**config.mk**
```make
export PLATFORM = sky130hd
export DESIGN_NAME = plt_div
export DESIGN_NICKNAME = d
export VERILOG_FILES = /design/src/rtl/plt_pkg.sv /design/src/rtl/plt_div.sv
export SDC_FILE = /design/constraint.sdc
export NUM_CORES = 1
export LEC_CHECK = 0
export ABC_AREA = 0
export ABC_CLOCK_PERIOD_IN_PS = 8400
export BUFFER_PORTS_ARGS = -buffer_cell sky130_fd_sc_hd__buf_2
export CAP_MARGIN = 20
export CELL_PAD_IN_SITES_DETAIL_PLACEMENT = 1
export CELL_PAD_IN_SITES_GLOBAL_PLACEMENT = 1
export CORE_MARGIN = 5
export CORE_UTILIZATION = 47
export DETAILED_ROUTE_END_ITERATION = 6
export GPL_ROUTABILITY_DRIVEN = 0
export PLACE_DENSITY = 0.95
export SYNTH_ARGS = -nofsm -noshare
export SYNTH_HDL_FRONTEND = slang
export SYNTH_SLANG_ARGS = --single-unit
```
**constraint.sdc**
```tcl
create_clock -name clk -period 8.4 [get_ports clk]
set_clock_uncertainty 0.05 [all_clocks]
set_input_delay 0.42 -clock clk [delete_from_list [all_inputs] [get_ports clk]]
set_output_delay 0.42 -clock clk [all_outputs]
set_load 0.01 [all_outputs]
```
**src/rtl/plt_pkg.sv**
```systemverilog
`default_nettype none

package plt_pkg;

    localparam int PLT_TABLE_DEPTH = 256;
    localparam int PLT_PADDR_W     = 3;
    localparam int PLT_ENTRIES_W   = 9;

    // register index is the word address bit of paddr
    localparam logic REG_ENTRIES_IN_USE = 1'b0;

    localparam logic OP_WRITE = 1'b0;
    localparam logic OP_QUERY = 1'b1;

    typedef enum logic [1:0] {
        STAT_INTERP = 2'd0,
        STAT_FIRST  = 2'd1,
        STAT_LAST   = 2'd2,
        STAT_EMPTY  = 2'd3
    } plt_status_t;

    typedef enum logic [3:0] {
        ST_IDLE,
        ST_RD_FIRST,
        ST_RD_LAST,
        ST_SEARCH,
        ST_PROBE,
        ST_MUL,
        ST_DIV_GO,
        ST_DIV,
        ST_ADJ,
        ST_EMIT
    } plt_state_t;

    typedef struct packed {
        logic [31:0] etime;
        logic [31:0] evalue;
    } plt_entry_t;

    typedef struct packed {
        logic wr_en;
        logic rd_en;
    } plt_mem_cmd_t;

endpackage

`default_nettype wire

```
**src/rtl/plt_div.sv**
```systemverilog
`default_nettype none

// restoring divider, one quotient bit per cycle; quotient must fit 32 bits
module plt_div
    import plt_pkg::*;
(
    input  wire logic        clk,
    input  wire logic        rst_n,
    input  wire logic        start,
    input  wire logic [63:0] dividend,
    input  wire logic [31:0] divisor,
    output logic             done,
    output logic [31:0]      quotient
);

    localparam int STEPS = 32;
    localparam int CNT_W = $clog2(STEPS + 1);

    logic [31:0]      rem_reg;
    logic [31:0]      quo_reg;
    logic [31:0]      dsr_reg;
    logic [CNT_W-1:0] cnt_reg;
    logic             busy_reg;
    logic             done_reg;

    logic [32:0]      trial;
    logic [32:0]      diff;
    logic             fits;

    always_comb
    begin
        trial = {rem_reg, quo_reg[31]};
        diff  = trial - {1'b0, dsr_reg};
        fits  = (trial >= {1'b0, dsr_reg});
    end

    always_ff @(posedge clk or negedge rst_n)
    begin
        if (!rst_n)
        begin
            busy_reg <= 1'b0;
            done_reg <= 1'b0;
            cnt_reg  <= '0;
        end
        else
        begin
            done_reg <= 1'b0;
            if (start)
            begin
                busy_reg <= 1'b1;
                cnt_reg  <= CNT_W'(STEPS);
            end
            else if (busy_reg)
            begin
                cnt_reg <= cnt_reg - 1'b1;
                if (cnt_reg == CNT_W'(1))
                begin
                    busy_reg <= 1'b0;
                    done_reg <= 1'b1;
                end
            end
        end
    end

    always_ff @(posedge clk)
    begin
        if (start)
        begin
            rem_reg <= dividend[63:32];
            quo_reg <= dividend[31:0];
            dsr_reg <= divisor;
        end
        else if (busy_reg)
        begin
            rem_reg <= fits ? diff[31:0] : trial[31:0];
            quo_reg <= {quo_reg[30:0], fits};
        end
    end

    assign done     = done_reg;
    assign quotient = quo_reg;

endmodule

`default_nettype wire

```
==> out/summary.md, run 1 <==
The flow ran to the end, and the final reports show no timing, DRC or antenna violations. The tools report the iteration count of the initial detailed-routing pass as 4. Buffers placed on the I/O ports in this run total 131. No sink is reached through more buffers than the 2 on the longest clock path. The die boundary height came out at 128 µm.

Entering global routing, the biggest net connects 69 pins. For the count of unique library cells instantiated by Yosys, the log shows 61. The slew at the pin with the worst max-slew slack works out to 0.900 ns. The worst register-to-register path ends at rem_reg[16]. From synthesis to final layout, the design area changed by 16.0%. Adding up every negative setup slack in the final design gives 0 ns. For the worst setup path, the data arrival time is 3.62 ns. The logs give 0 for the count of instances resized after the clock tree is built and 855 for the cell count after placement. The min-delay analysis places its worst path in the category in2reg. STA classifies the critical path startpoint as a flip-flop. For this block, the initial DRC count from the detailed router was 215. After legalization and detailed placement, the total HPWL measured 12600 µm. The core area is 13700 µm², and the leakage component of the power is 3.19 nW.

The number of global-route vias before repair was 5512. The first global-routing pass estimated 27300 µm of wire. The die is 128 µm wide.

Across the VDD grid, the largest voltage drop is 0.161 mV. During I/O placement, the number of pins put on the boundary was 132. Clock root buffer master: sky130_fd_sc_hd__clkbuf_16. At the end of the flow the core is filled with cells to 54.9%.

Dividing the detail-routed via count by the number of cells gives 5.70. Number of clock buffers inserted by TritonCTS: 9. The routed design has 16900 µm of wire. Class of the most critical setup path: reg2reg.

For the hold-fix buffer count after cts, the log shows 1. The synthesized design contains 104 register bits. Startpoint of the worst setup timing path: rem_reg[16].

TritonCTS built the clock tree. The initial utilization of the core area, before any placement, comes to 47.4%. The run gives 1494 as the filler cell count.

The logs give 0.175 ns for the final-layout worst hold slack and 43 for the row count. The tools report the instance area after placement as 7250 µm². Total nets after synthesis: 705. Summing every instance area after synthesis gives 6500 µm².

The run gives 0 as the final hold violation count. Counting instances in the post-synthesis netlist gives the leading cell types as sky130_fd_sc_hd__edfxtp_1 (96), sky130_fd_sc_hd__mux2_2 (51), sky130_fd_sc_hd__inv_1 (43), sky130_fd_sc_hd__a21oi_1 (42), sky130_fd_sc_hd__ha_1 (34). The count of flip-flops with a built-in enable after synthesis came out at 96.

The worst hold path depth is 1. The run gives 0 as the number of pins exceeding their max-slew limit in the final report. The non-filler instance count after layout was 872; the total number of vias was 4970.

Setup violations remaining at the end of the flow were counted as 0. The startpoint of the lowest-slack register-to-register path is rem_reg[16]. Setup slack on the critical path of the routed design comes to 4.85 ns. The tools report the data required time at the worst endpoint as 8.47 ns.

Critical path endpoint category: a flip-flop. The later-pin clock latency in the skew report was 0.36 ns. Dividing the synthesized area by the synthesized cell count gives 11.4 µm². The cell type with the largest total area after synthesis is sky130_fd_sc_hd__edfxtp_1. For the worst flop-to-flop path, the logic depth is 9. The tools report the sequential share of the synthesized area as 47.4%.

The worst pin sits at a relative slew slack of 40.0%. The number of antenna diodes in the final layout is 0. The logs give 7540 µm² for the post-route cell area and 821 for the number of nets in the layout.

Setup repair after global routing left no endpoint under its margin. For this run, the top clock speed supported by timing is 282 MHz. Cell area power density: 364 nW/µm². In the synthesized netlist the dominant register cell turns out to be sky130_fd_sc_hd__edfxtp_1.

After synthesis, the share of flip-flops with an asynchronous set or reset is 7.69%. Following the worst setup path forward leads to its endpoint at rem_reg[16]. The die covers 16300 µm². After detailed routing, the average wire length per cell comes to 19.4 µm. Clock-pin slew was measured on the worst setup and hold paths at 0.08 ns. The number of cells produced by synthesis was 571; the total DRC errors in the routed layout was 0. The fraction of post-synthesis cell area in the top cell type by area was 44.4%; the worst setup slack before clock tree synthesis was 4.86 ns. CTS built an H-tree with a depth of 3. For the aggregate global routing overflow, the log shows 0. The logs give 4.85 ns for the setup slack on the worst flop-to-flop path and 0 for the number of post-CTS setup repair buffers. Period utilization: 42.3%.

Number of antenna violations at the first check in global routing: 0. The most common cell in the synthesized netlist is sky130_fd_sc_hd__edfxtp_1. The total clock sinks was 104; the minimum period implied by the final worst setup slack was 3.55 ns. For this run, the total global-route usage over all layers was measured as 21.0%. The tool flagged a number of max-cap violations equal to 0. The share of layout cells above drive strength 1 was 31.9%; the final total power was 2.75 mW.

Once detail routing completed, the nets flagged for antenna violations numbered 0. Sorting the synthesized cells by area gives the leading types as sky130_fd_sc_hd__edfxtp_1 (44%), sky130_fd_sc_hd__mux2_2 (8.8%), sky130_fd_sc_hd__ha_1 (6.5%). Yosys printed 0 warnings. Of all nets on the critical path, the largest fanout is 30.
[power breakdown]
group,internal [mW],leakage (nW),total [mW],switching (mW)
registers,0.742,1.09,0.825,0.0824
logic,0.679,1.97,1.50,0.825
clock network,0.207,0.140,0.417,0.210
total,1.63,3.19,2.75,1.12
[worst max-delay path, stage by stage, from the launching register on]
cell                       delay [ns]
sky130_fd_sc_hd__edfxtp_1        0.41
sky130_fd_sc_hd__ha_1            0.47
sky130_fd_sc_hd__nand4_1         0.22
sky130_fd_sc_hd__nor4_1          0.44
sky130_fd_sc_hd__a31oi_1         0.19
sky130_fd_sc_hd__and3_1          0.24
sky130_fd_sc_hd__o211ai_4        0.11
sky130_fd_sc_hd__and2_4          0.51
sky130_fd_sc_hd__mux2_1          0.38
sky130_fd_sc_hd__mux2_2          0.27
[cell type report]
cell class / count / area (µm²) / share of cell area [%]
Clock buffer: 10 / 229 / 3.04
Clock inverter: 6 / 53.8 / 0.714
Inverter: 43 / 161 / 2.14
Multi-Input combinational cell: 395 / 3100 / 41.2
Sequential cell: 104 / 3080 / 40.9
Tap cell: 180 / 225 / 2.99
Timing Repair Buffer: 134 / 683 / 9.06
[metal layers]
metal	track usage (%)	part of all wire, %	up-vias
met3	8.03	8.1	27
li1	-	-	2355
met2	35.7	49	166
met4	6.62	1.9	0
met5	0	0	-
met1	24.7	41	2422
[placed cells by master (no fill, tap or decap), drive strengths merged, types with 4 or more instances in the layout]
cell type  count
and3           6
o31ai          4
mux2          66
o211ai         9
a211oi         6
a221o          5
a31oi          7
edfxtp        96
nand2b         7
nor3b          5
clkinv         4
buf          133
nand4         13
nor2          26
a21oi         42
nor4           6
nand2         22
xor2          12
nand3          8
dfrtp          8
ha            34
a21o          14
o21ai         22
xnor2         18
or3            5
nor3           7
nor2b         11
inv           45
o21a           6
clkbuf        10
mux2i          5
[cells by family (layout without fill, tap and decap cells)]
family | after synthesis | count (layout) | share of synthesized area [%]
AO/OA/AOI/OAI | 133 | 133 | 13.6
AND/OR/NAND/NOR | 126 | 126 | 10.5
flip-flops | 104 | 104 | 47.4
buffers and inverters | 72 | 193 | 4.83
multiplexers | 71 | 71 | 12.8
adder cells (fa/ha/maj) | 35 | 35 | 6.85
XOR/XNOR | 30 | 30 | 4.04
[worst min-delay path by stage]
stage               start          to  slack, ns
2_1_floorplan       rst_n    busy_reg       0.07
3_3_place_gp        rst_n    busy_reg       0.21
3_5_place_dp        rst_n    busy_reg       0.22
4_1_cts        divisor[8]  dsr_reg[8]       0.16
5_1_grt        divisor[1]  dsr_reg[1]       0.16
6_report       divisor[0]  dsr_reg[0]       0.17
Power figures use the tool's default switching activity.
==> run 2, diff against run 1 <==
==> config.mk (replaced) <==
export PLATFORM = sky130hd
export DESIGN_NAME = plt_div
export DESIGN_NICKNAME = d
export VERILOG_FILES = /design/src/rtl/plt_pkg.sv /design/src/rtl/plt_div.sv
export SDC_FILE = /design/constraint.sdc
export NUM_CORES = 1
export LEC_CHECK = 0
export ABC_AREA = 1
export ABC_CLOCK_PERIOD_IN_PS = 3340
export BUFFER_PORTS_ARGS = -buffer_cell sky130_fd_sc_hd__buf_2
export CAP_MARGIN = 20
export CELL_PAD_IN_SITES_DETAIL_PLACEMENT = 1
export CELL_PAD_IN_SITES_GLOBAL_PLACEMENT = 1
export CORE_MARGIN = 5
export CORE_UTILIZATION = 41
export DETAILED_ROUTE_END_ITERATION = 6
export GPL_ROUTABILITY_DRIVEN = 0
export PLACE_DENSITY = 0.9
export SYNTH_ARGS = -nofsm -noshare
export SYNTH_HDL_FRONTEND = slang
export SYNTH_SLANG_ARGS = --single-unit
==> constraint.sdc (replaced) <==
create_clock -name clk -period 3.34 [get_ports clk]
set_clock_uncertainty 0.05 [all_clocks]
set_input_delay 0.167 -clock clk [delete_from_list [all_inputs] [get_ports clk]]
set_output_delay 0.167 -clock clk [all_outputs]
set_load 0.01 [all_outputs]
==> run 2 against run 1 <==
Compared with the run above:
- wire length increased by 41%
- global-route usage grew 3.0 points
- worst setup slack lost 4.3 ns
- design area is 16% higher
- critical path type unchanged
- critical endpoint is now rem_reg[31]
- largest power group unchanged
==> out/summary.md, run 2 <==
The total nets after synthesis is 1120 (was 705). The cell-internal power is 3.72 mW (was 1.63 mW). The final critical-path setup slack came out at 0.579 ns (was 4.85 ns). For the core area, the log shows 17200 µm² (was 13700 µm²). The leakage component of the power is 4.68 nW (was 3.19 nW). The worst hold-check path type was in2reg (unchanged). The slew at the pin with the worst max-slew slack was 0.731 ns (was 0.900 ns); the number of nets in the layout was 1280 (was 821). For the number of warnings printed during yosys synthesis, the log shows 0 (unchanged). The run gives 2 (unchanged) as the clock tree buffer depth.

Clock root buffer master: sky130_fd_sc_hd__clkbuf_16 (unchanged). The via density per instance is 5.09 (was 5.70), and the max-cap check violation count is 0 (unchanged). For the instance area after placement, the log shows 8060 µm² (was 7250 µm²).

The tools report the final core utilization as 50.5% (was 54.9%). TritonCTS built the clock tree. The tools report the combinational power share as 55.0% (was 54.8%). The run gives 4 (unchanged) as the iteration count of the initial detailed-routing pass. The maximum fanout count along the critical path was 33 (was 30). The run finished with clean final reports.

Fraction of post-synthesis cell area in the top cell type by area: 40.2% (was 44.4%). The number of post-CTS setup repair buffers is 0 (unchanged), and the cell count after placement is 1327 (was 855). The per-instance average area after synthesis works out to 7.27 µm² (was 11.4 µm²).

Top cells by area, synth: sky130_fd_sc_hd__edfxtp_1 (40%), sky130_fd_sc_hd__nand2_1 (23%), sky130_fd_sc_hd__inv_1 (8.1%) (was sky130_fd_sc_hd__edfxtp_1 (44%), sky130_fd_sc_hd__mux2_2 (8.8%), sky130_fd_sc_hd__ha_1 (6.5%)). The routed wire length per instance is 17.3 µm (was 19.4 µm). The tools report the row count as 48 (was 43).

Final total negative setup slack: 0 ns (unchanged). For the total clock sinks, the log shows 104 (unchanged). Leading cell type by number of instances after synthesis: sky130_fd_sc_hd__nand2_1 (was sky130_fd_sc_hd__edfxtp_1).

The final count of negative-setup-slack endpoints came out at 0 (unchanged). The full die area is 20200 µm² (was 16300 µm²), and the share of layout cells above drive strength 1 is 16.2% (was 31.9%). The later-pin clock latency in the skew report came out at 0.35 ns (was 0.36 ns). The cell type with the largest total area after synthesis is sky130_fd_sc_hd__edfxtp_1 (unchanged). Class of the most critical setup path: reg2reg (unchanged). The filler cell count was 2211 (was 1494). For the sequential share of the synthesized area, the log shows 43.0% (was 47.4%). Minimum period implied by the final worst setup slack: 2.76 ns (was 3.55 ns). Commonest non-fill, non-tap cell in the layout: sky130_fd_sc_hd__nand2_1 (was sky130_fd_sc_hd__buf_2). The switching share of power works out to 46.4% (was 40.7%).

Count of input and output buffers: 131 (unchanged). Count of unique library cells instantiated by Yosys: 34 (was 61). The count of instances resized after the clock tree is built was 0 (unchanged); the number of antenna violations at the first check in global routing was 0 (unchanged). The number of pins exceeding their max-slew limit in the final report is 0 (unchanged), and the area of all sequential standard cells is 3080 µm² (unchanged). The share of async-settable or async-resettable flops after synthesis was 7.69% (unchanged); the placed wire-length estimate after detailed placement was 18000 µm (was 12600 µm).

The post-route cell area was 8710 µm² (was 7540 µm²); the overall track demand over capacity in global routing was 24.0% (was 21.0%). The run gives 16.5% (was 15.2%) as the part of the total power dissipated in the clock network. The die boundary height came out at 142 µm (was 128 µm).

The final hold violation count is 0 (unchanged), and the layout-stage area growth over the synthesis result is 21.4% (was 16.0%). The worst setup slack before clock tree synthesis came out at 0.659 ns (was 4.86 ns). Setup repair after global routing left no endpoint under its margin.

The tools report the critical path endpoint category as a flip-flop (unchanged). The maximum vdd ir drop was 0.299 mV (was 0.161 mV); the clock-pin slew on the worst setup and hold paths was 0.08 ns (about the same). The maximum number of pins on one net before global-route repair was 43 (was 69); the cell area power density was 797 nW/µm² (was 364 nW/µm²). Period utilization: 82.7% (was 42.3%). Timing-limited maximum frequency: 362 MHz (was 282 MHz). The initial core utilization is 41.6% (was 47.4%). Most numerous cell types in the synthesized netlist: sky130_fd_sc_hd__nand2_1 (443), sky130_fd_sc_hd__inv_1 (154), sky130_fd_sc_hd__edfxtp_1 (96), sky130_fd_sc_hd__nand3_1 (67), sky130_fd_sc_hd__nor2_1 (43) (was sky130_fd_sc_hd__edfxtp_1 (96), sky130_fd_sc_hd__mux2_2 (51), sky130_fd_sc_hd__inv_1 (43), sky130_fd_sc_hd__a21oi_1 (42), sky130_fd_sc_hd__ha_1 (34)). The tools report the combined area of the multi-input logic cells as 3360 µm² (was 3100 µm²).

Startpoint type of the worst setup path: a flip-flop (unchanged). The number of top-level pins was 132 (unchanged); the non-filler instance count after layout was 1377 (was 872). For the maximum level of the CTS H-tree, the log shows 3 (unchanged). The logs give 7765 (was 5512) for the number of global-route vias before repair and 38600 µm (was 27300 µm) for the first-pass GRT wire length.

For the total number of vias, the log shows 7011 (was 4970). The tools report the power dissipated by switching net loads as 3.22 mW (was 1.12 mW). Count of routing violations after the opening detailed-route iteration: 398 (was 215).

The number of cells produced by synthesis is 986 (was 571). The data arrival at the endpoint of the critical path was 2.82 ns (was 3.62 ns). The die width came out at 142 µm (was 128 µm). The count of flip-flops with a built-in enable after synthesis came out at 96 (unchanged). The total DRC errors in the routed layout came out at 0 (unchanged).

The logs give 28.4% (was 30.0%) for the sequential group share of total power and 0.0286 ns (was 0.175 ns) for the final-layout worst hold slack. The summed instance area of the synthesized netlist came out at 7170 µm² (was 6500 µm²). Most frequently used flop master after synthesis: sky130_fd_sc_hd__edfxtp_1 (unchanged). The aggregate global routing overflow was 0 (unchanged); the remaining max-slew budget at the tightest pin was 51.2% (was 40.0%).

Commonest cells after routing, fill and taps aside: sky130_fd_sc_hd__nand2_1 (443), sky130_fd_sc_hd__inv_1 (153), sky130_fd_sc_hd__buf_2 (130) (was sky130_fd_sc_hd__buf_2 (130), sky130_fd_sc_hd__edfxtp_1 (96), sky130_fd_sc_hd__mux2_2 (51)). The logs give 6.94 mW (was 2.75 mW) for the final total power and 0 (unchanged) for the number of nets still failing antenna checks after routing. The post-synthesis sequential element count was 104 (unchanged); the number of clock buffers inserted by TritonCTS was 9 (unchanged). The detailed-route wire length came out at 23800 µm (was 16900 µm).

The data required time at the worst endpoint was 3.40 ns (was 8.47 ns).
==> run 2: cell types whose count changed in the layout (fill, tap and decap cells not counted), sizes merged, moves of 11 or more <==
cell,change
nor2,+26
xor2,-11
mux2,-66
inv,+121
nor2b,-11
nand3b,+25
dlygate4sd3,+32
nand2,+431
a21o,-14
nand3,+60
o21ai,-16
a21oi,-20
==> run 2: worst paths after layout <==
path | start | to | slack [ns] | cells after the start
worst max-delay path | rem_reg[7] | rem_reg[31] | 0.58 | 15
worst min-delay path | dividend[13] | quotient[13] | 0.03 | 3
worst max register to register | rem_reg[7] | rem_reg[31] | 0.58 | 15
worst min register to register | cnt_reg[5] | cnt_reg[5] | 0.46 | 1
max in group asynchronous | rst_n | cnt_reg[5] | 2.93 | 2
min in group asynchronous | rst_n | busy_reg | 0.14 | 2
==> run 2: area by class of cell <==
cell class / instances / share of cell area [%]
multi-input cells: 697 / 38.6
flip-flops and latches: 104 / 35.4
repair buffers: 171 / 12.1
inverters: 163 / 7.03
well taps: 225 / 3.23
clock buffers: 9 / 2.59
clock inverters: 7 / 1.02
diodes: 1 / 0.0287
==> run 2: logic make-up (layout without fill, tap and decap cells) <==
| logic type | count (synthesis) | in the layout | synth area share [%] |
|---|---|---|---|
| AO/OA/AOI/OAI | 33 | 33 | 2.56 |
| XOR/XNOR | 14 | 14 | 1.71 |
| adder cells (fa/ha/maj) | 35 | 35 | 6.21 |
| buffers and inverters | 185 | 350 | 10.1 |
| flip-flops | 104 | 104 | 43.0 |
| other | 0 | 1 | 0 |
| AND/OR/NAND/NOR | 615 | 615 | 36.4 |
==> run 2: power groups by stage <==
stage | sequential, mW | combinational, mW | clock, mW
4_1_cts | 1.97 | 3.77 | 1.16
3_5_place_dp | 1.99 | 3.69 | 0
5_1_grt | 2.00 | 4.28 | 1.23
3_3_place_gp | 1.97 | 3.52 | 0
2_1_floorplan | 1.96 | 2.73 | 0
6_report | 1.97 | 3.82 | 1.15
==> run 2: timing repair <==
| item | in CTS | in global routing |
|---|---|---|
| setup endpoints to repair | 0 | 0 |
| hold endpoints to repair | 40 | 0 |
| hold buffers | 33 | 0 |
==> run 2: metal layers <==
| layer | track usage (%) | vias to the layer above | routed length (µm) |
|---|---|---|---|
| met2 | 44.3 | 156 | 12400 |
| met3 | 5.11 | 49 | 1180 |
| met5 | 0 | - | 0 |
| met1 | 27.6 | 3404 | 9570 |
| met4 | 7.83 | 0 | 685 |
| li1 | - | 3402 | - |
==> run 2: critical path, cell delays in order, from the launching register on <==
cell                       delay, ns
sky130_fd_sc_hd__edfxtp_1       0.40
sky130_fd_sc_hd__ha_1           0.40
sky130_fd_sc_hd__nand2_1        0.11
sky130_fd_sc_hd__nand2_1        0.09
sky130_fd_sc_hd__inv_1          0.08
sky130_fd_sc_hd__nand2_1        0.08
sky130_fd_sc_hd__inv_2          0.06
sky130_fd_sc_hd__nand3_2        0.14
sky130_fd_sc_hd__nand2_2        0.11
sky130_fd_sc_hd__nand2_2        0.08
sky130_fd_sc_hd__nand2_4        0.21
sky130_fd_sc_hd__nand2_8        0.21
sky130_fd_sc_hd__nand2_2        0.22
sky130_fd_sc_hd__nand2_1        0.09
sky130_fd_sc_hd__nand2_1        0.08
sky130_fd_sc_hd__nand2_1        0.06
